[src/sv/drqw_pkg.sv]
`timescale 1ns / 1ps
// ----------------------------------------------------------------------------
// drqw_pkg
// Shared types, constants and helpers of the depth quantized row warp.
// ----------------------------------------------------------------------------
package drqw_pkg;

    // number of depth levels, and so of window cells
    localparam int NUM_LEVELS = 8;

    localparam int PIX_W   = 8;
    localparam int DEPTH_W = 8;
    localparam int LVL_W   = $clog2(NUM_LEVELS + 1);

    // span = ceiling - floor + 1 reaches 256
    localparam int SPAN_W  = DEPTH_W + 1;
    localparam int STEP_W  = DEPTH_W + 1;
    // floor plus level times step stays below 512
    localparam int THR_W   = DEPTH_W + 2;

    // span / NUM_LEVELS through a reciprocal, exact for all spans up to 2**SPAN_W
    localparam int DIV_SH    = 18;
    localparam int DIV_RECIP = ((1 << DIV_SH) + NUM_LEVELS - 1) / NUM_LEVELS;
    localparam int DIV_RW    = DIV_SH + 1;
    localparam int PROD_W    = SPAN_W + DIV_RW;

    // configuration register indexes
    localparam int CFG_IDX_W = 8;
    localparam logic [CFG_IDX_W-1:0] REG_DEPTH_FLOOR   = CFG_IDX_W'(0);
    localparam logic [CFG_IDX_W-1:0] REG_DEPTH_CEILING = CFG_IDX_W'(1);

    localparam logic [DEPTH_W-1:0] FLOOR_RESET   = DEPTH_W'(0);
    localparam logic [DEPTH_W-1:0] CEILING_RESET = DEPTH_W'(255);

    // step that follows from the reset floor and ceiling
    localparam int RESET_STEP = (int'(CEILING_RESET) - int'(FLOOR_RESET) + 1) / NUM_LEVELS;

    typedef struct packed {
        logic              valid;
        logic [LVL_W-1:0]  level;
        logic [PIX_W-1:0]  red;
        logic [PIX_W-1:0]  green;
        logic [PIX_W-1:0]  blue;
    } slot_t;

    typedef struct packed {
        logic [LVL_W-1:0]  level;
        logic [PIX_W-1:0]  red;
        logic [PIX_W-1:0]  green;
        logic [PIX_W-1:0]  blue;
    } pix_t;

    typedef struct packed {
        logic shift;   // advance the window by one column
        logic clear;   // row end: empty every cell
    } cell_ctrl_t;

    localparam slot_t SLOT_EMPTY = '0;

    // threshold of lane k right after reset
    function automatic logic [THR_W-1:0] thr_reset(input int k);
        return THR_W'(int'(FLOOR_RESET) + (k + 1) * RESET_STEP);
    endfunction

endpackage

[src/sv/drqw_quant.sv]
`timescale 1ns / 1ps
// ----------------------------------------------------------------------------
// drqw_quant
// Level thresholds kept from the floor and ceiling, and the level of a depth.
// ----------------------------------------------------------------------------
module drqw_quant import drqw_pkg::*; (
    input  logic               aclk,
    input  logic               aresetn,
    input  logic [DEPTH_W-1:0] depth_floor,
    input  logic [DEPTH_W-1:0] depth_ceiling,
    input  logic [DEPTH_W-1:0] depth_value,
    output logic [LVL_W-1:0]   level
);

    logic [STEP_W-1:0] step_reg;
    logic [STEP_W-1:0] step_next;
    logic [SPAN_W-1:0] span;
    logic [PROD_W-1:0] prod;
    logic [THR_W-1:0]  thr_reg  [NUM_LEVELS];
    logic [THR_W-1:0]  thr_next [NUM_LEVELS];

    // step is zero when the ceiling is below the floor
    always_comb begin
        span = SPAN_W'(depth_ceiling) - SPAN_W'(depth_floor) + SPAN_W'(1);
        prod = PROD_W'(span) * PROD_W'(DIV_RW'(DIV_RECIP));
        if (depth_ceiling >= depth_floor) begin
            step_next = prod[DIV_SH +: STEP_W];
        end else begin
            step_next = '0;
        end
    end

    always_comb begin
        for (int k = 0; k < NUM_LEVELS; k++) begin
            thr_next[k] = THR_W'(depth_floor) + THR_W'(32'(k + 1) * 32'(step_reg));
        end
    end

    always_ff @(posedge aclk) begin
        if (!aresetn) begin
            step_reg <= STEP_W'(RESET_STEP);
            for (int k = 0; k < NUM_LEVELS; k++) begin
                thr_reg[k] <= thr_reset(k);
            end
        end else begin
            step_reg <= step_next;
            for (int k = 0; k < NUM_LEVELS; k++) begin
                thr_reg[k] <= thr_next[k];
            end
        end
    end

    // first lane whose threshold covers the depth; clamp to the top level
    always_comb begin
        level = LVL_W'(NUM_LEVELS);
        for (int k = NUM_LEVELS - 1; k >= 0; k--) begin
            if (THR_W'(depth_value) <= thr_reg[k]) begin
                level = LVL_W'(k + 1);
            end
        end
    end

endmodule

[src/sv/drqw_cell.sv]
`timescale 1ns / 1ps
// ----------------------------------------------------------------------------
// drqw_cell
// One column slot of the warp window; takes its neighbor's slot on a shift.
// ----------------------------------------------------------------------------
module drqw_cell import drqw_pkg::*; (
    input  logic       aclk,
    input  logic       aresetn,
    input  cell_ctrl_t ctrl,
    input  logic       hit,
    input  pix_t       pix,
    input  slot_t      upstream,
    output slot_t      entry
);

    slot_t entry_reg;
    slot_t entry_next;

    always_comb begin
        entry_next = entry_reg;
        if (ctrl.clear) begin
            entry_next.valid = 1'b0;
        end else if (ctrl.shift) begin
            entry_next = upstream;
            // strictly higher level wins; equal level keeps the occupant
            if (hit && (!upstream.valid || pix.level > upstream.level)) begin
                entry_next.valid = 1'b1;
                entry_next.level = pix.level;
                entry_next.red   = pix.red;
                entry_next.green = pix.green;
                entry_next.blue  = pix.blue;
            end
        end
    end

    always_ff @(posedge aclk) begin
        if (!aresetn) begin
            entry_reg.valid <= 1'b0;
        end else begin
            entry_reg.valid <= entry_next.valid;
        end
        entry_reg.level <= entry_next.level;
        entry_reg.red   <= entry_next.red;
        entry_reg.green <= entry_next.green;
        entry_reg.blue  <= entry_next.blue;
    end

    assign entry = entry_reg;

endmodule

[src/sv/depth_quantized_row_warp.sv]
`timescale 1ns / 1ps
// ----------------------------------------------------------------------------
// depth_quantized_row_warp
// Forward row warp with a per-row depth buffer held in a chain of cells.
// ----------------------------------------------------------------------------
//
//  channel  | direction | handshake          | payload
//  ---------+-----------+--------------------+----------------------------------
//  s_       | in        | s_valid / s_ready  | red, green, blue, depth, row end
//  m_       | out       | m_valid / m_ready  | red, green, blue, filled, row end
//  cfg_     | in        | cfg_valid/cfg_ready| register index, write data
//
//  One item per clock sustained while m_ready keeps the output draining. A
//  taken item passes the input register, a delay stage, the level stage and
//  the output register, the first of which loads at the accepting edge.
//  The window is a row of NUM_LEVELS cells that shift on an ordinary item and
//  clear on a row end. Reset empties every cell and restores floor 0 and ceiling 255.
//  A stall on m_ready freezes the whole pipe; s_ready drops in the same cycle.
//  Threshold registers follow a configuration write through the step register.
//
module depth_quantized_row_warp import drqw_pkg::*; (
    input  logic                 aclk,
    input  logic                 aresetn,

    input  logic                 s_valid,
    output logic                 s_ready,
    input  logic [PIX_W-1:0]     s_red,
    input  logic [PIX_W-1:0]     s_green,
    input  logic [PIX_W-1:0]     s_blue,
    input  logic [DEPTH_W-1:0]   s_depth_value,
    input  logic                 s_row_end,

    output logic                 m_valid,
    input  logic                 m_ready,
    output logic [PIX_W-1:0]     m_out_red,
    output logic [PIX_W-1:0]     m_out_green,
    output logic [PIX_W-1:0]     m_out_blue,
    output logic                 m_filled,
    output logic                 m_out_row_end,

    input  logic                 cfg_valid,
    output logic                 cfg_ready,
    input  logic [CFG_IDX_W-1:0] cfg_index,
    input  logic [DEPTH_W-1:0]   cfg_data
);

    // configuration registers
    logic [DEPTH_W-1:0] floor_reg;
    logic [DEPTH_W-1:0] ceiling_reg;

    // pipe stages: s0 input register, s1 delay, s2 quantized item
    logic               s0_valid_reg, s1_valid_reg, s2_valid_reg;
    pix_t               s0_pix_reg,   s1_pix_reg,   s2_pix_reg;
    logic [DEPTH_W-1:0] s0_depth_reg, s1_depth_reg;
    logic               s0_last_reg,  s1_last_reg,  s2_last_reg;
    logic [LVL_W-1:0]   s1_level;

    // output register
    logic               m_valid_reg;
    logic [PIX_W-1:0]   m_red_reg, m_green_reg, m_blue_reg;
    logic               m_filled_reg;
    logic               m_last_reg;

    logic               advance;
    cell_ctrl_t         ctrl;
    slot_t              entry [NUM_LEVELS];
    logic [NUM_LEVELS-1:0] hit;

    // advance the pipe whenever the output register is free or being drained
    assign advance   = !m_valid_reg || m_ready;
    assign s_ready   = advance;
    assign cfg_ready = 1'b1;

    always_ff @(posedge aclk) begin
        if (!aresetn) begin
            floor_reg   <= FLOOR_RESET;
            ceiling_reg <= CEILING_RESET;
        end else if (cfg_valid) begin
            // drop writes to indexes beyond the register list
            if (cfg_index == REG_DEPTH_FLOOR) begin
                floor_reg <= cfg_data;
            end else if (cfg_index == REG_DEPTH_CEILING) begin
                ceiling_reg <= cfg_data;
            end
        end
    end

    drqw_quant u_quant (
        .aclk          (aclk),
        .aresetn       (aresetn),
        .depth_floor   (floor_reg),
        .depth_ceiling (ceiling_reg),
        .depth_value   (s1_depth_reg),
        .level         (s1_level)
    );

    // valid bits of the pipe
    always_ff @(posedge aclk) begin
        if (!aresetn) begin
            s0_valid_reg <= 1'b0;
            s1_valid_reg <= 1'b0;
            s2_valid_reg <= 1'b0;
            m_valid_reg  <= 1'b0;
        end else if (advance) begin
            s0_valid_reg <= s_valid;
            s1_valid_reg <= s0_valid_reg;
            s2_valid_reg <= s1_valid_reg;
            m_valid_reg  <= s2_valid_reg;
        end
    end

    // payload of the pipe; the level joins the item on its way into s2
    always_ff @(posedge aclk) begin
        if (advance) begin
            s0_pix_reg.level <= '0;
            s0_pix_reg.red   <= s_red;
            s0_pix_reg.green <= s_green;
            s0_pix_reg.blue  <= s_blue;
            s0_depth_reg     <= s_depth_value;
            s0_last_reg      <= s_row_end;

            s1_pix_reg   <= s0_pix_reg;
            s1_depth_reg <= s0_depth_reg;
            s1_last_reg  <= s0_last_reg;

            s2_pix_reg  <= '{level: s1_level, red: s1_pix_reg.red,
                             green: s1_pix_reg.green, blue: s1_pix_reg.blue};
            s2_last_reg <= s1_last_reg;

            // emit the head column; holes read as black
            m_red_reg    <= entry[0].valid ? entry[0].red   : '0;
            m_green_reg  <= entry[0].valid ? entry[0].green : '0;
            m_blue_reg   <= entry[0].valid ? entry[0].blue  : '0;
            m_filled_reg <= entry[0].valid;
            m_last_reg   <= s2_last_reg;
        end
    end

    // shift on an ordinary pixel, clear on the row end; the row-end pixel's
    // own write lands past the row and is dropped
    always_comb begin
        ctrl.shift = advance && s2_valid_reg && !s2_last_reg;
        ctrl.clear = advance && s2_valid_reg &&  s2_last_reg;
    end

    // after the shift, cell k stands for column j + k + 1, the target of level k + 1
    always_comb begin
        for (int k = 0; k < NUM_LEVELS; k++) begin
            hit[k] = (s2_pix_reg.level == LVL_W'(k + 1));
        end
    end

    genvar gk;
    generate
        for (gk = 0; gk < NUM_LEVELS; gk++) begin : g_cell
            slot_t upstream;
            if (gk == NUM_LEVELS - 1) begin : g_tail
                assign upstream = SLOT_EMPTY;
            end else begin : g_body
                assign upstream = entry[gk + 1];
            end
            drqw_cell u_cell (
                .aclk     (aclk),
                .aresetn  (aresetn),
                .ctrl     (ctrl),
                .hit      (hit[gk]),
                .pix      (s2_pix_reg),
                .upstream (upstream),
                .entry    (entry[gk])
            );
        end
    endgenerate

    assign m_valid       = m_valid_reg;
    assign m_out_red     = m_red_reg;
    assign m_out_green   = m_green_reg;
    assign m_out_blue    = m_blue_reg;
    assign m_filled      = m_filled_reg;
    assign m_out_row_end = m_last_reg;

endmodule

[config.mk]
export PLATFORM = sky130hd
export DESIGN_NAME = depth_quantized_row_warp
export DESIGN_NICKNAME = d
export VERILOG_FILES = /design/src/sv/drqw_pkg.sv /design/src/sv/drqw_quant.sv /design/src/sv/drqw_cell.sv /design/src/sv/depth_quantized_row_warp.sv
export SDC_FILE = /design/constraint.sdc
export NUM_CORES = 1
export LEC_CHECK = 0
export BUFFER_PORTS_ARGS = -buffer_cell sky130_fd_sc_hd__clkbuf_2
export CAP_MARGIN = 40
export CORE_MARGIN = 2
export CORE_UTILIZATION = 50
export CTS_BUF_LIST = sky130_fd_sc_hd__clkbuf_8
export DETAILED_ROUTE_END_ITERATION = 8
export GPL_TIMING_DRIVEN = 0
export PLACE_DENSITY = 0.67
export SLEW_MARGIN = 20
export SYNTH_ARGS = -nofsm -noshare
export SYNTH_HDL_FRONTEND = slang
export SYNTH_SLANG_ARGS = --single-unit
[constraint.sdc]
create_clock -name aclk -period 27.3 [get_ports aclk]
set_clock_uncertainty 0.05 [all_clocks]
set_input_delay 4.095 -clock aclk [delete_from_list [all_inputs] [get_ports aclk]]
set_output_delay 4.095 -clock aclk [all_outputs]
set_load 0.03 [all_outputs]
==> results_dict.tcl, run 1 <==
set metrics [dict create \
    root_buffer "clkbuf_8" \
    clk_latency_ps 620 \
    start_kind "primary input" \
    finalMaxSlewViolations 0 \
    final_hold_viol_count 0 \
    ys_warn_count 0 \
    track_usage_pct 18.3 \
    rsz0062_at_grt "false" \
    finalSetupViolCount 0 \
    start_util_pct 50.4 \
    mostFrequentLayoutCell "edfxtp_1" \
    power_mw 1.42 \
    yosys.cell_types.count 68 \
    dr.pass1.iters 5 \
    fp-row-count 75 \
    cap_violations 0 \
    area_growth_pct 13.3 \
    grt_remaining_overflow 0 \
    clk_pin_slew_ps 60 \
    synth_seq_cells 433 \
    drc 0 \
    final_core_util_pct 57.1 \
    final_cells 2256 \
    postCtsSetupRepairBufs 0 \
    synthArstFlopShare_pct 0 \
    setup_ws_ps 18100 \
    slew_headroom_pct 42.2 \
    cts_max_level 3 \
    powerDensity_nw_per_um2 59.5 \
    regToRegStartpoint "u_quant.step_reg[1]$_SDFF_PN0_" \
    syn-cell-area_um2 21000 \
    worst_setup_path_end_kind "output pin" \
    hold_class "flop to flop" \
    worstPathMaxFanout 55 \
    dp_hpwl_mm 27.8 \
    ys_seq_area_share_pct 57.5 \
    clock_sinks 433 \
    grt_pass1_wl_mm 62.4 \
    required_ps 23160 \
    final_area_um2 23800 \
    tightestPinTransition_ps 867 \
    antenna_found_initial 0 \
    whs_ps 353 \
    min-delay-start "s1_pix_reg[23]$_DFFE_PN_" \
    min_period_ps 9200 \
    peakVddDrop_mv 0.0322 \
    layout_common_cells "341 x edfxtp_1, 164 x inv_1, 151 x ha_1, 96 x mux2_4, 92 x dfxtp_1" \
    cts-resized-gates 0 \
    drtIter0Drc 555 \
    startpoint "m_ready" \
    dp_worst_setup_slack_ps 18060 \
    gp_congestion 0.888 \
    crit_type "primary input to output pin" \
    dr_total_vias 11568 \
    grt_max_degree 75 \
    finalSetupTns_ps 0 \
    fp.dieH_um 209 \
    synth_edf_count 341 \
    max_clock_freq_mhz 109 \
    cts_hold_buf 0 \
    avgRoutedWirePerCell_um 17.2 \
    detail_route.wirelength_mm 38.7 \
    syn_inst 1489 \
    coreArea_um2 41700 \
    leakagePower_nw 9.73 \
    arrival_ps 5060 \
    largest_reg_flops 228 \
    drive_above_1_share_pct 22.8 \
    outcome "complete, no violations" \
    diodes 0 \
    synth_ff_type "edfxtp_1" \
    avgSynthCellArea_um2 14.1 \
    avgViaCountPerCell 5.13 \
    ant_nets 0 \
    dpl-instance-area_um2 22400 \
    cts_buffers 75 \
    port_buffers 80 \
    place_inst 2121 \
    grt_pass1_vias 12182 \
    cts_tree "yes" \
    fin_nets 1894 \
    chipWidth_um 209 \
    fin_crit_sh_pct 33.7 \
    io_pins 83 \
    ctsLongestPathBuffers 3 \
    dieArea_um2 43700 \
]
worst max-delay path: stages:
cell,delay [ps]
clkbuf_2,70
nand2b_1,100
buf_6,430
clkbuf_2,310
synth_stat cells, types with 7 or more instances:
cell type / number / area [um^2]
o21a_1: 23 / 173
dfxtp_1: 92 / 1840
a21o_1: 21 / 158
ha_1: 151 / 1890
nand2b_1: 12 / 75.1
a21oi_1: 43 / 215
fa_1: 29 / 581
xnor2_1: 20 / 175
buf_6: 14 / 158
nor2b_1: 55 / 344
edfxtp_1: 341 / 10200
nor2_1: 47 / 176
nand4_1: 14 / 87.6
mux2_2: 66 / 743
clkbuf_1: 14 / 52.6
mux2i_1: 21 / 210
nor3_1: 24 / 120
or2_2: 11 / 68.8
o21ai_0: 19 / 95.1
and2_1: 70 / 438
o21ai_1: 9 / 45.0
nor3b_1: 7 / 52.6
xor2_1: 14 / 123
mux2_4: 96 / 1440
o21bai_1: 9 / 67.6
nand3_1: 13 / 65.1
inv_1: 134 / 503
nand2_1: 41 / 154
worst paths after layout:
path / endpoint / slack, ps / cells past startpoint
worst max register to register: u_quant.thr_reg[6][9]$_SDFF_PN0_ / 23650 / 11
worst min-delay path: s2_pix_reg[23]$_DFFE_PN_ / 350 / 0
worst max-delay path: s_ready / 18100 / 4
worst min register to register: s2_pix_reg[23]$_DFFE_PN_ / 350 / 0
area by class of cell:
cell class                      count  area [um^2]
Clock buffer                       85         1170
Sequential cell                   433        12100
Inverter                          134          503
Clock inverter                     49          268
Tap cell                          539          674
Multi-Input combinational cell    886         8120
Buffer                             38          327
Fill cell                        3335        17900
Timing Repair Buffer               92          662
report_power, final:
part	switching [mW]	internal (mW)	leakage [nW]	total (mW)
logic	0.0517	0.0585	4.88	0.110
clock network	0.256	0.304	0.845	0.559
registers	0.0160	0.730	4.01	0.745
total	0.323	1.09	9.73	1.42
layer usage:
layer  track usage [%]  up-vias  share of wire, %
li1                  -     5708                 -
met1              21.3     5523                41
met2              32.7      246                51
met3              3.61       91               4.8
met4              8.08        0               3.3
met5                 0        -                 0
cell families after synthesis:
| group | Yosys count | synth area share [%] |
|---|---|---|
| multiplexers | 189 | 11.7 |
| AO/OA/AOI/OAI | 166 | 5.36 |
| flip-flops | 433 | 57.5 |
| other | 2 | 0.0358 |
| adder cells (fa/ha/maj) | 180 | 11.8 |
| AND/OR/NAND/NOR | 313 | 8.27 |
| XOR/XNOR | 34 | 1.42 |
| buffers and inverters | 172 | 3.92 |
Note: power is estimated with default switching activity, not from simulation.
==> run 2, diff against run 1 <==
--- a/config.mk
+++ b/config.mk
@@ -12,7 +12,7 @@
 export CTS_BUF_LIST = sky130_fd_sc_hd__clkbuf_8
 export DETAILED_ROUTE_END_ITERATION = 8
 export GPL_TIMING_DRIVEN = 0
-export PLACE_DENSITY = 0.67
+export PLACE_DENSITY = 0.69
 export SLEW_MARGIN = 20
 export SYNTH_ARGS = -nofsm -noshare
 export SYNTH_HDL_FRONTEND = slang
==> constraint.sdc (replaced) <==
create_clock -name aclk -period 7.8 [get_ports aclk]
set_clock_uncertainty 0.05 [all_clocks]
set_input_delay 1.17 -clock aclk [delete_from_list [all_inputs] [get_ports aclk]]
set_output_delay 1.17 -clock aclk [all_outputs]
set_load 0.03 [all_outputs]
==> run 2 against run 1 <==
Combinational power rose to 3.5 times the previous value. First-iteration DRC count shrank 4.7%. Via count up 1.3%. Die area unchanged. Sequential power grew to 3.5 times the previous value. Critical path depth increased by 6. Clock-buffer cell count is the same. Utilization about the same. Global-route usage decreased by 0.24 points. Worst setup slack lost 14000 ps. Register-to-register slack got worse by 20000 ps. Non-clock buffer count down 2. Highest routed layer unchanged.
==> results_dict.tcl, run 2 (synthesis results as in run 1) <==
set metrics [dict create \
    clock_sinks 433 \
    cap_violations 0 \
    dr_total_vias 11722 \
    max_clock_freq_mhz 259 \
    start_kind "primary input" \
    startpoint "m_ready" \
    dr.pass1.iters 5 \
    tightestPinTransition_ps 780 \
    finalSetupViolCount 0 \
    peakVddDrop_mv 0.110 \
    fp-row-count 75 \
    rsz0062_at_grt "false" \
    grt_remaining_overflow 0 \
    chipWidth_um 209 \
    hold_class "flop to flop" \
    whs_ps 338 \
    fin_crit_sh_pct 49.5 \
    r2r-end "u_quant.thr_reg[6][9]$_SDFF_PN0_" \
    drc 0 \
    use_met2_pct 31.6 \
    fin_nets 1891 \
    ff_latch_area_um2 12100 \
    slew_headroom_pct 47.9 \
    cts_buffers 74 \
    grt_max_degree 79 \
    fillers 3312 \
    clk_latency_ps 620 \
    ant_nets 0 \
    cp-endpoint "g_cell[2].u_cell.entry[12]$_DFFE_PP_" \
    io_pins 83 \
    postCtsSetupRepairBufs 0 \
    fp.dieH_um 209 \
    crit_type "primary input to flop" \
    avgRoutedWirePerCell_um 17.1 \
    finalSetupTns_ps 0 \
    coreArea_um2 41700 \
    finalMaxSlewViolations 0 \
    cts-resized-gates 0 \
    cts_max_level 3 \
    worstPathMaxFanout 78 \
    met1_usage_pct 21.0 \
    detail_route.wirelength_mm 38.4 \
    clk_pin_slew_ps 60 \
    grt_pass1_vias 12240 \
    regToRegStartpoint "u_quant.step_reg[1]$_SDFF_PN0_" \
    grt_util_met3_pct 3.64 \
    dp_hpwl_mm 27.2 \
    worst_setup_path_end_kind "flop" \
    arrival_ps 4130 \
    min_period_ps 3860 \
    avgViaCountPerCell 5.21 \
    top_usage_layer "met2" \
    dieArea_um2 43700 \
    port_buffers 80 \
    root_buffer "clkbuf_8" \
    antenna_found_initial 0 \
    min-delay-start "s1_pix_reg[23]$_DFFE_PN_" \
    grt_pass1_wl_mm 61.7 \
    start_util_pct 50.4 \
    drtIter0Drc 529 \
    mostFrequentLayoutCell "edfxtp_1" \
    layout_common_cells "341 x edfxtp_1, 154 x inv_1, 151 x ha_1, 96 x mux2_4, 92 x dfxtp_1" \
    reg2reg_setup_slack_ps 4040 \
    diodes 0 \
    area_growth_pct 13.3 \
    power_mw 4.99 \
    largest_reg_flops 228 \
    gp_congestion 0.890 \
    multi_input_area_um2 8120 \
    final_hold_viol_count 0 \
    drive_above_1_share_pct 23.0 \
    cts_tree "yes" \
    leakagePower_nw 9.69 \
    outcome "complete, no violations" \
    cts_hold_buf 0 \
    powerDensity_nw_per_um2 209 \
    ctsLongestPathBuffers 3 \
    track_usage_pct 18.0 \
    reg2reg_depth 11 \
    required_ps 8060 \
]
## run 2: changes by cell type in the layout (fill, tap and decap cells not counted)
| cell | change |
|---|---|
| clkinv_1 | +3 |
| inv_6 | -1 |
| buf_6 | -1 |
| clkinv_8 | +2 |
| bufinv_16 | +1 |
| clkinvlp_4 | +2 |
| buf_16 | -1 |
| inv_1 | -10 |
## run 2: layer usage
metal	wire, um	part of all wire, %
met3	1640	4.3
met1	15900	41
met5	0	0
met4	1710	4.4
met2	19200	50
## run 2: how the worst min path moves through the flow
stage	end	slack [ps]	cells past startpoint
after floorplan	s1_depth_reg[0]$_DFFE_PN_	350	0
after detailed placement	s1_pix_reg[15]$_DFFE_PN_	350	0
after CTS	s2_pix_reg[23]$_DFFE_PN_	340	0
after global routing	s2_pix_reg[23]$_DFFE_PN_	340	0
final	s2_pix_reg[23]$_DFFE_PN_	340	0
after global placement	s1_pix_reg[11]$_DFFE_PN_	350	0
## run 2: layout make-up
class	count	share of cell area [%]
Tap cell	539	2.83
Timing Repair Buffer	90	2.62
Buffer	38	1.37
Sequential cell	433	50.8
Inverter	134	2.11
Clock buffer	85	4.91
Clock inverter	46	1.30
Multi-Input combinational cell	886	34.1
## run 2: critical path, stage by stage
cell and delay [ps]:
clkbuf_2 70, nand2b_1 100, buf_6 390, buf_16 350, nand2_1 290, clkbuf_1 330
nor2_4 670, buf_16 260, buf_12 210, buf_12 210
## run 2: power by group
group	switching, mW	total, mW	internal, mW
clock	0.893	1.99	1.10
sequential	0.0559	2.61	2.55
combinational	0.181	0.384	0.203
## run 2: metrics by stage
stage	util (%)	cell area, um^2	worst slack [ps]	instances
2_1_floorplan	-	21000	410	1491
3_3_place_gp	53.0	22100	-1640	2110
3_5_place_dp	53.6	22300	3240	2119
4_1_cts	57.1	23800	3930	2250
5_1_grt	57.1	23800	3690	2251
6_report	57.1	23800	3940	2251
==> run 3, diff against run 2 <==
--- a/config.mk
+++ b/config.mk
@@ -12,7 +12,7 @@
 export CTS_BUF_LIST = sky130_fd_sc_hd__clkbuf_8
 export DETAILED_ROUTE_END_ITERATION = 8
 export GPL_TIMING_DRIVEN = 0
-export PLACE_DENSITY = 0.69
+export PLACE_DENSITY = 0.67
 export SLEW_MARGIN = 20
 export SYNTH_ARGS = -nofsm -noshare
 export SYNTH_HDL_FRONTEND = slang
==> constraint.sdc (replaced) <==
create_clock -name aclk -period 3.85 [get_ports aclk]
set_clock_uncertainty 0.05 [all_clocks]
set_input_delay 0.5775 -clock aclk [delete_from_list [all_inputs] [get_ports aclk]]
set_output_delay 0.5775 -clock aclk [all_outputs]
set_load 0.03 [all_outputs]
==> run 3 against run 2 <==
Sequential share of layout area up 0.18 points. Die area unchanged. Worst setup slack got worse by 3700 ps. Combinational power grew 100%. Highest routed layer unchanged.
==> results_dict.tcl, run 3 (synthesis results as in run 1) <==
set metrics [dict create \
    outcome "complete, no violations" \
    postCtsSetupRepairBufs 0 \
    area_growth_pct 13.0 \
    clkPwrFrac_pct 38.2 \
    grt_pass1_vias 12350 \
    start_kind "flop" \
    drive_above_1_share_pct 22.8 \
    whs_ps 87.9 \
    layout_common_cells "341 x edfxtp_1, 165 x inv_1, 151 x ha_1, 96 x mux2_4, 89 x dfxtp_1" \
    setup_ws_ps 259 \
    chipWidth_um 209 \
    worst_path_largest_cell_delay_ps 560 \
    clock_sinks 433 \
    worst_setup_path_end_kind "flop" \
    cts_hold_buf 0 \
    power_frac_seq_pct 53.9 \
    max_clock_freq_mhz 279 \
    avgViaCountPerCell 5.17 \
    grt_remaining_overflow 0 \
    power_mw 9.82 \
    final_cells 2253 \
    hold_class "primary input to flop" \
    fp-row-count 75 \
    finalMaxSlewViolations 0 \
    avgRoutedWirePerCell_um 17.0 \
    dp_worst_setup_slack_ps -114 \
    root_buffer "clkbuf_8" \
    gp_congestion 0.877 \
    antenna_found_initial 0 \
    sw_frac_of_total_pct 23.6 \
    port_buffers 80 \
    largest_reg_flops 228 \
    clk_pin_slew_ps 60 \
    io_pins 83 \
    dp_hpwl_mm 27.5 \
    min-delay-start "s_red[4]" \
    grt_pass1_wl_mm 62.7 \
    critPathSlowestCell "dfxtp_2" \
    min_period_ps 3590 \
    clk_latency_ps 620 \
    reg2reg_depth 11 \
    fin_nets 1893 \
    cp_cell_sequence "inv_1 -> fa_1 -> fa_1 -> inv_1 -> ha_1 -> nor2b_1 -> o21a_1 -> o21ai_0 -> a21boi_0 -> o21a_1 -> o21ai_0" \
    grt_max_degree 129 \
    track_usage_pct 18.2 \
    finalSetupTns_ps 0 \
    dieArea_um2 43700 \
    combPwrFrac_pct 7.9 \
    place_inst 2119 \
    whs_endpoint "s0_pix_reg[20]$_DFFE_PN_" \
    dr.pass1.iters 5 \
    worstPathMaxFanout 11 \
    drc 0 \
    powerDensity_nw_per_um2 414 \
    final_hold_viol_count 0 \
    cts-resized-gates 1 \
    r2r-end "u_quant.thr_reg[6][7]$_SDFF_PN1_" \
    mostFrequentLayoutCell "edfxtp_1" \
    slew_headroom_pct 45.7 \
    worstHoldPathCells 1 \
    internal_power_mw 7.50 \
    required_ps 4290 \
    cts_buffers 76 \
    finalSetupViolCount 0 \
    cts_tree "yes" \
    crit_type "flop to flop" \
    drtIter0Drc 512 \
    fp.dieH_um 209 \
    coreArea_um2 41700 \
    fin_crit_sh_pct 93.3 \
    peakVddDrop_mv 0.215 \
    regToRegStartpoint "u_quant.step_reg[1]$_SDFF_PN0_" \
    cts_max_level 3 \
    dr_total_vias 11649 \
    arrival_ps 4030 \
    tightestPinTransition_ps 814 \
    detail_route.wirelength_mm 38.3 \
    reg2reg_setup_slack_ps 260 \
    power.switching_mw 2.32 \
    diodes 0 \
    ant_nets 0 \
    rsz0062_at_grt "false" \
    cap_violations 0 \
    start_util_pct 50.4 \
    leakagePower_nw 9.69 \
    ctsLongestPathBuffers 3 \
]
run 3: changes by cell type in the layout (fill, tap and decap cells not counted), sizes merged:
cell / delta
bufinv: -3
clkinvlp: -1
inv: +12
clkbuf: -6
run 3: worst max-delay path: cells and delay by family, from the launching register on:
kind / cells / cell delay (ps)
simple gates: 1 / 160
flops: 1 / 560
buf+inv: 2 / 320
fa+ha+maj: 3 / 1380
compound gates: 5 / 1000
run 3: how the worst max path moves through the flow:
stage                                              start                                    to  cells past startpoint
after global routing      u_quant.step_reg[1]$_SDFF_PN0_      u_quant.thr_reg[6][7]$_SDFF_PN1_                     11
after floorplan                                  m_ready   g_cell[0].u_cell.entry[0]$_DFFE_PP_                      5
after detailed placement  u_quant.step_reg[1]$_SDFF_PN0_      u_quant.thr_reg[6][7]$_SDFF_PN1_                     11
after CTS                 u_quant.step_reg[2]$_SDFF_PN0_      u_quant.thr_reg[6][7]$_SDFF_PN1_                     11
after global placement                           m_ready  g_cell[0].u_cell.entry[11]$_DFFE_PP_                      6
final                     u_quant.step_reg[1]$_SDFF_PN0_      u_quant.thr_reg[6][7]$_SDFF_PN1_                     11
run 3: power by group through the flow:
stage	Clock [mW]	Sequential, mW	Combinational [mW]
finish	3.75	5.29	0.773
global route	4.09	5.30	0.854
CTS	3.89	5.29	0.785
global placement	0	5.38	0.735
floorplan	0	5.34	0.595
detailed placement	0	5.39	0.781
run 3: metal layers:
layer	track usage, %	wire length [um]
met1	21.4	16100
met2	32.5	19300
met3	3.73	1520
met4	7.44	1330
met5	0	0
run 3: layout make-up:
| class | instances | area (um^2) |
|---|---|---|
| Buffer | 38 | 353 |
| Clock buffer | 79 | 1090 |
| Clock inverter | 54 | 254 |
| Fill cell | 3371 | 17900 |
| Inverter | 134 | 503 |
| Multi-Input combinational cell | 886 | 8140 |
| Sequential cell | 433 | 12100 |
| Tap cell | 539 | 674 |
| Timing Repair Buffer | 90 | 633 |
run 3: per-stage QoR:
| stage | util (%) | area, um^2 |
|---|---|---|
| after global placement | 53.2 | 22200 |
| after CTS | 56.9 | 23700 |
| after global routing | 57.0 | 23700 |
| after detailed placement | 53.7 | 22400 |
| final | 57.0 | 23700 |
| after floorplan | - | 21100 |
